$ cat src/sv/ofip_pkg.sv
// ----------------------------------------------------------------------------
// ofip_pkg: shared types and constants of the face index parser
// Character codes, parser phase codes, control state and channel words.
// ----------------------------------------------------------------------------
package ofip_pkg;

   localparam int INDEX_BITS_DEFAULT = 32;
   localparam int OUT_BITS           = 32;

   localparam logic [7:0] CHAR_NUL   = 8'h00;
   localparam logic [7:0] CHAR_TAB   = 8'h09;
   localparam logic [7:0] CHAR_CR    = 8'h0D;
   localparam logic [7:0] CHAR_SPACE = 8'h20;
   localparam logic [7:0] CHAR_PLUS  = 8'h2B;
   localparam logic [7:0] CHAR_MINUS = 8'h2D;
   localparam logic [7:0] CHAR_SLASH = 8'h2F;
   localparam logic [7:0] CHAR_ZERO  = 8'h30;
   localparam logic [7:0] CHAR_NINE  = 8'h39;

   localparam logic [1:0] PHASE_VERTEX  = 2'd0;
   localparam logic [1:0] PHASE_TEXTURE = 2'd1;
   localparam logic [1:0] PHASE_NORMAL  = 2'd2;

   localparam logic [1:0] PROG_NONE   = 2'd0;
   localparam logic [1:0] PROG_SPACE  = 2'd1;
   localparam logic [1:0] PROG_SIGN   = 2'd2;
   localparam logic [1:0] PROG_DIGITS = 2'd3;

   typedef struct packed {
      logic [1:0] phase;
      logic [1:0] progress;
      logic       negative;
      logic       halted;
   } ctl_type;

   typedef struct packed {
      logic [7:0] char_code;
      logic       last_byte;
   } req_word_type;

   typedef struct packed {
      logic signed [OUT_BITS-1:0] vertex_index;
      logic signed [OUT_BITS-1:0] texture_index;
      logic signed [OUT_BITS-1:0] normal_index;
      logic                       group_valid;
      logic                       record_end;
   } rsp_word_type;

endpackage

$ cat src/sv/ofip_stream_if.sv
// ----------------------------------------------------------------------------
// ofip_stream_if: valid/ready channel
// One word moves at a clock edge where valid and ready are both high.
// ----------------------------------------------------------------------------
interface ofip_stream_if #(
   parameter type payload_type = logic
) ();
   logic        valid;
   logic        ready;
   payload_type payload;

   modport source (output valid, output payload, input ready);
   modport sink   (input valid, input payload, output ready);
endinterface

$ cat src/sv/ofip_step.sv
// ----------------------------------------------------------------------------
// ofip_step: next-state logic of the face index parser
// Applies one byte (and the implied NUL on the last byte) to the parser
// state; reports a finished group and the state for the next byte.
// ----------------------------------------------------------------------------
module ofip_step #(
   parameter int INDEX_BITS = ofip_pkg::INDEX_BITS_DEFAULT
) (
   input  ofip_pkg::ctl_type       ctl_cur,
   input  logic [INDEX_BITS-1:0]   acc_cur,
   input  logic [INDEX_BITS-1:0]   vhold_cur,
   input  logic [INDEX_BITS-1:0]   thold_cur,
   input  logic [INDEX_BITS-1:0]   nhold_cur,
   input  logic [7:0]              char_code,
   input  logic                    last_byte,
   output ofip_pkg::ctl_type       ctl_nxt,
   output logic [INDEX_BITS-1:0]   acc_nxt,
   output logic [INDEX_BITS-1:0]   vhold_nxt,
   output logic [INDEX_BITS-1:0]   thold_nxt,
   output logic [INDEX_BITS-1:0]   nhold_nxt,
   output logic                    grp_emit,
   output logic [INDEX_BITS-1:0]   grp_v,
   output logic [INDEX_BITS-1:0]   grp_t,
   output logic [INDEX_BITS-1:0]   grp_n
);

   localparam int IB = INDEX_BITS;
   localparam int PW = INDEX_BITS + 4;
   localparam logic [IB-1:0] CAP = {1'b1, {(IB-1){1'b0}}};

   typedef struct packed {
      ofip_pkg::ctl_type ctl;
      logic [IB-1:0]     acc;
      logic [IB-1:0]     v;
      logic [IB-1:0]     t;
      logic [IB-1:0]     n;
      logic              emit;
   } work_type;

   function automatic logic is_digit(logic [7:0] c);
      return c inside {[ofip_pkg::CHAR_ZERO:ofip_pkg::CHAR_NINE]};
   endfunction

   function automatic work_type clear_number(work_type s);
      work_type r;
      r = s;
      r.ctl.progress = ofip_pkg::PROG_NONE;
      r.ctl.negative = 1'b0;
      r.acc          = '0;
      return r;
   endfunction

   // byte seen while no digits are pending
   function automatic work_type start_number(work_type s, logic [7:0] c);
      work_type r;
      logic     space;
      logic     sign;
      logic     early;
      r     = s;
      space = c inside {ofip_pkg::CHAR_SPACE, [ofip_pkg::CHAR_TAB:ofip_pkg::CHAR_CR]};
      sign  = c inside {ofip_pkg::CHAR_PLUS, ofip_pkg::CHAR_MINUS};
      early = (r.ctl.progress == ofip_pkg::PROG_NONE) ||
              (r.ctl.progress == ofip_pkg::PROG_SPACE);
      if (is_digit(c)) begin
         r.ctl.progress = ofip_pkg::PROG_DIGITS;
         r.acc          = IB'(c - ofip_pkg::CHAR_ZERO);
      end else if (early && space) begin
         r.ctl.progress = ofip_pkg::PROG_SPACE;
      end else if (early && sign) begin
         r.ctl.progress = ofip_pkg::PROG_SIGN;
         r.ctl.negative = (c == ofip_pkg::CHAR_MINUS);
      end else begin
         case (r.ctl.phase)
            ofip_pkg::PHASE_VERTEX: begin
            end
            ofip_pkg::PHASE_TEXTURE: begin
               r.t = '0;
               if (r.ctl.progress == ofip_pkg::PROG_NONE && c == ofip_pkg::CHAR_SLASH) begin
                  r           = clear_number(r);
                  r.ctl.phase = ofip_pkg::PHASE_NORMAL;
                  return r;
               end
               r.emit = 1'b1;
            end
            default: begin
               r.n    = '0;
               r.emit = 1'b1;
            end
         endcase
         r            = clear_number(r);
         r.ctl.halted = 1'b1;
      end
      return r;
   endfunction

   function automatic work_type feed(work_type s, logic [7:0] c);
      work_type      r;
      logic [PW-1:0] prod;
      logic [IB-1:0] val;
      r = s;
      if (r.ctl.halted) begin
         return r;
      end
      if (r.ctl.progress == ofip_pkg::PROG_DIGITS) begin
         if (is_digit(c)) begin
            prod  = (PW'(r.acc) << 3) + (PW'(r.acc) << 1) + PW'(c - ofip_pkg::CHAR_ZERO);
            r.acc = (prod > PW'(CAP)) ? CAP : prod[IB-1:0];
            return r;
         end
         if (r.ctl.negative) begin
            val = '0 - r.acc;
         end else begin
            val = r.acc[IB-1] ? ~CAP : r.acc;
         end
         r = clear_number(r);
         case (r.ctl.phase)
            ofip_pkg::PHASE_VERTEX: begin
               if (val == '0) begin
                  r.ctl.halted = 1'b1;
                  return r;
               end
               r.v = val;
               if (c == ofip_pkg::CHAR_SLASH) begin
                  r.ctl.phase = ofip_pkg::PHASE_TEXTURE;
                  return r;
               end
            end
            ofip_pkg::PHASE_TEXTURE: begin
               r.t = val;
               if (c == ofip_pkg::CHAR_SLASH) begin
                  r.ctl.phase = ofip_pkg::PHASE_NORMAL;
                  return r;
               end
            end
            default: begin
               r.n = val;
            end
         endcase
         r.emit      = 1'b1;
         r.ctl.phase = ofip_pkg::PHASE_VERTEX;
      end
      return start_number(r, c);
   endfunction

   work_type s0;
   work_type s1;
   work_type s2;

   always_comb begin
      s0 = '{ctl: ctl_cur, acc: acc_cur, v: vhold_cur, t: thold_cur, n: nhold_cur,
             emit: 1'b0};
      s1 = feed(s0, char_code);
      s2 = last_byte ? feed(s1, ofip_pkg::CHAR_NUL) : s1;
   end

   assign grp_emit = s2.emit;
   assign grp_v    = s2.v;
   assign grp_t    = s2.t;
   assign grp_n    = s2.n;

   // a record end restarts the parser
   assign ctl_nxt   = last_byte ? '0 : s2.ctl;
   assign acc_nxt   = last_byte ? '0 : s2.acc;
   assign vhold_nxt = last_byte ? '0 : s2.v;
   assign thold_nxt = last_byte ? '0 : s2.t;
   assign nhold_nxt = last_byte ? '0 : s2.n;

endmodule

$ cat src/sv/obj_face_index_parser.sv
// ----------------------------------------------------------------------------
// obj_face_index_parser: face record index parser
// A result word is registered and is on rsp in the cycle after its byte is accepted.
// Throughput: one byte per cycle unless a held result word stalls rsp; the parser state updates in the accept cycle.
// A result is produced for each finished index group and for every last byte.
// Reset (synchronous) clears the parser state and empties the output register.
// ----------------------------------------------------------------------------
module obj_face_index_parser #(
   parameter int INDEX_BITS = ofip_pkg::INDEX_BITS_DEFAULT
) (
   input  logic          clock,
   input  logic          reset,
   ofip_stream_if.sink   req,
   ofip_stream_if.source rsp
);

   ofip_pkg::ctl_type      ctl_ff;
   ofip_pkg::ctl_type      ctl_in;
   logic [INDEX_BITS-1:0]  acc_ff, acc_in;
   logic [INDEX_BITS-1:0]  vhold_ff, vhold_in;
   logic [INDEX_BITS-1:0]  thold_ff, thold_in;
   logic [INDEX_BITS-1:0]  nhold_ff, nhold_in;
   logic                   grp_emit;
   logic [INDEX_BITS-1:0]  grp_v, grp_t, grp_n;
   logic                   rsp_valid_ff, rsp_valid_in;
   ofip_pkg::rsp_word_type rsp_word_ff, rsp_word_in;
   ofip_pkg::req_word_type req_word;
   logic                   accept;

   assign req_word  = req.payload;
   assign req.ready = !rsp_valid_ff || rsp.ready;
   assign accept    = req.valid && req.ready;

   ofip_step #(
      .INDEX_BITS (INDEX_BITS)
   ) u_step (
      .ctl_cur   (ctl_ff),
      .acc_cur   (acc_ff),
      .vhold_cur (vhold_ff),
      .thold_cur (thold_ff),
      .nhold_cur (nhold_ff),
      .char_code (req_word.char_code),
      .last_byte (req_word.last_byte),
      .ctl_nxt   (ctl_in),
      .acc_nxt   (acc_in),
      .vhold_nxt (vhold_in),
      .thold_nxt (thold_in),
      .nhold_nxt (nhold_in),
      .grp_emit  (grp_emit),
      .grp_v     (grp_v),
      .grp_t     (grp_t),
      .grp_n     (grp_n)
   );

   always_comb begin
      rsp_valid_in              = grp_emit || req_word.last_byte;
      rsp_word_in.vertex_index  = grp_emit ? ofip_pkg::OUT_BITS'(signed'(grp_v)) : '0;
      rsp_word_in.texture_index = grp_emit ? ofip_pkg::OUT_BITS'(signed'(grp_t)) : '0;
      rsp_word_in.normal_index  = grp_emit ? ofip_pkg::OUT_BITS'(signed'(grp_n)) : '0;
      rsp_word_in.group_valid   = grp_emit;
      rsp_word_in.record_end    = req_word.last_byte;
   end

   always_ff @(posedge clock) begin
      if (reset) begin
         ctl_ff       <= '0;
         acc_ff       <= '0;
         vhold_ff     <= '0;
         thold_ff     <= '0;
         nhold_ff     <= '0;
         rsp_valid_ff <= 1'b0;
      end else begin
         if (accept) begin
            ctl_ff       <= ctl_in;
            acc_ff       <= acc_in;
            vhold_ff     <= vhold_in;
            thold_ff     <= thold_in;
            nhold_ff     <= nhold_in;
            rsp_valid_ff <= rsp_valid_in;
         end else if (rsp.ready) begin
            rsp_valid_ff <= 1'b0;
         end
      end
   end

   always_ff @(posedge clock) begin
      if (accept) begin
         rsp_word_ff <= rsp_word_in;
      end
   end

   assign rsp.valid   = rsp_valid_ff;
   assign rsp.payload = rsp_word_ff;

   // empty groups carry zero indices
   assert property (@(posedge clock) disable iff (reset)
      rsp_valid_ff && !rsp_word_ff.group_valid |->
         rsp_word_ff.vertex_index == '0 && rsp_word_ff.texture_index == '0 &&
         rsp_word_ff.normal_index == '0)
      else $error("empty result word carries nonzero indices");

   // record end restarts the parser with cleared carry-over values
   assert property (@(posedge clock) disable iff (reset)
      accept && req_word.last_byte |=>
         ctl_ff == '0 && thold_ff == '0 && nhold_ff == '0)
      else $error("parser state not cleared after record end");

   // a halted record ignores bytes until its end
   assert property (@(posedge clock) disable iff (reset)
      accept && ctl_ff.halted && !req_word.last_byte |=>
         $stable(ctl_ff) && !rsp_valid_ff)
      else $error("halted parser reacted to a byte");

   // a result word appears exactly for groups and record ends
   assert property (@(posedge clock) disable iff (reset)
      accept |=> rsp_valid_ff == $past(rsp_valid_in))
      else $error("result word presence mismatch");

endmodule
$ cat src/flat_wrapper.sv
// flat-port wrapper written by rule: the top's interface ports become plain ports
module obj_face_index_parser_flat 
#(
   parameter int INDEX_BITS = ofip_pkg::INDEX_BITS_DEFAULT
)
  (clock, reset, req_valid, req_payload, req_ready, rsp_valid, rsp_payload, rsp_ready);
  ofip_stream_if req_i ();
  ofip_stream_if rsp_i ();
  input  logic clock;
  input  logic reset;
  input wire logic [$bits(req_i.valid)-1:0] req_valid;
  input wire logic [$bits(req_i.payload)-1:0] req_payload;
  output wire logic [$bits(req_i.ready)-1:0] req_ready;
  output wire logic [$bits(rsp_i.valid)-1:0] rsp_valid;
  output wire logic [$bits(rsp_i.payload)-1:0] rsp_payload;
  input wire logic [$bits(rsp_i.ready)-1:0] rsp_ready;
  assign req_i.valid = req_valid;
  assign req_i.payload = req_payload;
  assign req_ready = req_i.ready;
  assign rsp_valid = rsp_i.valid;
  assign rsp_payload = rsp_i.payload;
  assign rsp_i.ready = rsp_ready;
  obj_face_index_parser #(.INDEX_BITS(INDEX_BITS)) u_core (.clock(clock), .reset(reset), .req(req_i), .rsp(rsp_i));
endmodule
$ cat config.mk
export PLATFORM = sky130hd
export DESIGN_NAME = obj_face_index_parser_flat
export DESIGN_NICKNAME = d
export VERILOG_FILES = /design/src/sv/ofip_pkg.sv /design/src/sv/ofip_stream_if.sv /design/src/sv/ofip_step.sv /design/src/sv/obj_face_index_parser.sv /design/src/flat_wrapper.sv
export SDC_FILE = /design/constraint.sdc
export NUM_CORES = 1
export LEC_CHECK = 0
export CORE_AREA = 2 2 39 41
export CTS_BUF_LIST = sky130_fd_sc_hd__clkbuf_2 sky130_fd_sc_hd__clkbuf_4 sky130_fd_sc_hd__clkbuf_8
export CTS_CLUSTER_SIZE = 24
export DETAILED_ROUTE_END_ITERATION = 7
export DIE_AREA = 0 0 41 43
export DONT_BUFFER_PORTS = 1
export PLACE_DENSITY_LB_ADDON = 0.12
export SLEW_MARGIN = 20
export SYNTH_ARGS = -nofsm -noshare
export SYNTH_HDL_FRONTEND = slang
export SYNTH_SLANG_ARGS = --single-unit
export TNS_END_PERCENT = 100
$ cat constraint.sdc
create_clock -name clock -period 1 [get_ports clock]
set_input_delay 0.1 -clock clock [delete_from_list [all_inputs] [get_ports clock]]
set_output_delay 0.1 -clock clock [all_outputs]
set_load 0.1 [all_outputs]
==> results <==
- The flow ran to the end, and the final reports show no timing, DRC or antenna violations.
- Counting flops with a built-in enable in the synthesized netlist gives 1.
- The worst slew margin relative to its limit is a little under 90%.
- The cell area that synthesis handed to floorplanning was 193.9 um^2.
- The number of nets in the synthesized netlist is 19.
- The global-route wire length before repair is 607 um.
- The total area inside the core boundary comes to 1384 um^2.
- Setup violations remaining at the end of the flow were counted as 0.
- Summed over all nets, the switching power comes to about 0.14 mW.
- In the synthesized netlist, the number of instances is 14.
- The critical path is of the reg2out type.
- In this run the mean area of a mapped cell was 13.85 um^2.
- For the final routed database, the setup TNS stands at 0 ns.
- The via count of the first global-routing pass came to 140.
- The top flip-flop cell by instance count after synthesis is dfxtp_1.
- After detailed placement, the design holds a cell count of 33.
- The number of antenna violations at the first check in global routing is 0.
- The placed instances occupy a cell area of 252.7 um^2.
- The largest net degree at the start of global routing is 5.
- By count the netlist is led by dfxtp_1, and2_1.
- Global routing consumed, over all layers together, 6.155% of the routing resources.
- The post-layout total power is 0.5715 mW.
- The end of the worst hold path is u_core.rsp.valid.
- The share of synthesized area in the top cell type comes to roughly two fifths.
- The most numerous cell in the Yosys netlist is dfxtp_1.
- The sequential fraction of the synthesis area is 56.77%.
- Summing over every cut layer, the via total after detailed routing is 135.
- Sequential cells account for 38.3% of the total power.
- The root cell of the clock tree is clkbuf_4.
- The total count of max-transition violations in the final report is 0.
- The worst setup slack after placement is approximately 0.14 ns.
- The total congestion overflow is 0.
- The clock transition at the registers of the reported paths is 0.04 ns.
- At the end of the flow the core is filled with cells to 23.06%.
- Buffers added to address setup during post-CTS repair amount to 0.
- The maximum frequency from static timing analysis is 1035 MHz.
- The later pin in the worst-skew pair is clocked with a latency of 0.24 ns.
- The final hold violation count is 0.
- The flip-flop and latch count after synthesis is 5.
- At the pin with the least slew margin, the transition time is around 0.20 ns.
- The first detailed-routing pass ran for 2 iterations.
- The floorplan step defined a die boundary enclosing between 1500 and 2000 um^2.
- Of the total power, combinational logic draws 16.2%.
- TritonCTS built the clock tree.
- The wire length per cell is 8.795 um.
- Net switching is roughly a quarter of the power.
- The final-stage net count is 29.
- The number of levels the H-tree was split into is 1.
- The endpoint kind of the worst setup timing path is an output pin.
- From synthesis to final layout, the design area changed by 64.52%.
- The tree built by TritonCTS fans out to 5 sinks.
- The leakage power figure is 0.1240 nW.
- By area the synthesized netlist is led by dfxtp_1, edfxtp_1, a31oi_4.
- The final-layout worst hold slack is 0.02012 ns.
- The height of the chip is 43 um.
- The number of instances on the worst hold path is 2.
- The beginning of the critical path is u_core.rsp.valid.
- Clock skew on the completed layout was measured at 0.0003295 ns.
- The kind of path behind the tightest hold check is in2reg.
- The standard-cell row count is 14.
- Per report_power, the clock group accounts for 45.5% of the total.
- The remaining number of nets flagged by the antenna check after routing is 0.
- The maximum clock insertion buffer count is 2.
- The detailed-route DRC error count is 0.
- The number of antenna diodes in the final layout is 0.
- Setup repair after global routing could not meet its margin everywhere.
- In this run the tool buffered the top-level ports with 0 buffer cells.
- The cell-internal power is 0.4285 mW.
- The DRC marker count from the first detailed-route iteration is 2.
- The cell depth of the worst flop-to-flop path is 2.
- The final critical-path required period is 0.9666 ns.
- Across all register-to-register paths, the minimum setup slack is ~0.12 ns.
- The floorplan step set the die width to 41 um.
- The startpoint type of the worst setup path is a register.
- The number of standard cells in the final layout excluding fillers is 39.
- The worst-case vdd ir drop is 0.0005134 V.
- Pin placement for this block handled 8 I/O pins.
- The async set-or-reset flop fraction in the synthesized netlist is 0%.
- Once layout is done, the placed cells without fillers occupy roughly 320 um^2.
- In this run the most critical hold path is launched from req_valid.
- At the worst endpoint, the required time is ~0.90 ns.
- The netlist uses 10 different library cells.
- The most area-hungry cell type in the Yosys netlist is dfxtp_1.
- The worst path setup slack after routing is 0.03340 ns.
- The tool flagged a number of max-cap violations equal to 0.
- The power density over the cells is 1791 nW/um^2.
- The reg-to-reg startpoint is u_core.rsp.valid.
- The final weighted congestion of routability-driven global placement is 0.6368.
- The final-layout fill cell count is 152.
- The capture point of the worst reg-to-reg path is u_core.rsp.payload.
- The initial core utilization is 14.01%.
- The biggest fanout along the worst timing path is 4.
- The aggregate routed wire length is roughly 340 um.
- The per-cell via count in the routed design is 3.462.
- In the final layout, the share of cells above drive strength 1 is a little over half.
- In this run, CTS created clock tree buffers numbering 3.
- The count of synthesis-stage warnings from yosys is 0.
- The worst endpoint data arrival time is 0.87 ns.
- The final critical-path share of the clock period is ~97%.
## critical path, stage by stage, from the launching register on
cell	delay [ns]
dfxtp_4	0.35
nand2b_4	0.10
buf_12	0.18
## layout by cell type, fill, tap and decap left out
cell and instances:
edfxtp_1 1, buf_6 1, clkbuf_4 4, and2_4 1
o21a_1 1, and2_1 2, a31oi_4 1, dfxtp_1 3
a21oi_1 1, buf_12 2, o21ba_2 1, o21ai_0 1
dfxtp_4 1, nand2b_4 1, dlygate4sd3_1 2
## cell families after synthesis
logic type / synth area share [%]
flip-flops: 56.78
AO/OA/AOI/OAI: 25.16
AND/OR/NAND/NOR: 18.06
## flip-flops by register name, indices dropped and copies added (netlist names)
register and count:
u_core.ctl_ff 3, u_core.rsp.valid 1, u_core.rsp.payload 1
## routing by layer
layer | up-vias | wire length [um] | part of all wire [%] | track usage (%)
met5 | - | 0 | 0 | 0
met4 | 0 | 7 | 2.0 | 6.000
met3 | 2 | 43 | 13 | 8.377
met2 | 6 | 152 | 44 | 5.313
met1 | 60 | 140 | 41 | 6.209
li1 | 67 | - | - | -
## power by group through the flow
stage          Clock, mW  Sequential [mW]  Combinational, mW
3_3_place_gp           0            0.223             0.0801
2_1_floorplan          0            0.254             0.0295
5_1_grt            0.297            0.219             0.0962
6_report           0.260            0.219             0.0925
4_1_cts            0.276            0.219             0.0920
3_5_place_dp           0            0.222             0.0795
## area by class of cell
class                      count  area, um^2  share of cell area, %
sequential                     5       113.9                  35.69
clock buffer                   4       30.03                  9.412
tap                           16       20.02                  6.275
timing repair buffer           5       71.32                  22.35
multi-input combinational      9       83.83                  26.27
## how the worst max path moves through the flow
stage | end | slack, ns | depth (start not counted)
after floorplan | u_core.ctl_ff[0] | -0.29 | 3
after global placement | u_core.rsp.valid | 0.15 | 3
after detailed placement | u_core.rsp.payload | 0.14 | 2
after CTS | rsp_valid | 0.01 | 1
after global routing | req_ready | -0.002 | 2
final | req_ready | 0.03 | 2
## repair_timing
| item | in CTS | in global routing |
|---|---|---|
| setup endpoints to repair | 1 | 1 |
| resized for setup | 3 | 1 |
| hold endpoints to repair | 3 | 0 |
| hold buffers | 2 | 0 |
Note: power is estimated with default switching activity, not from simulation.
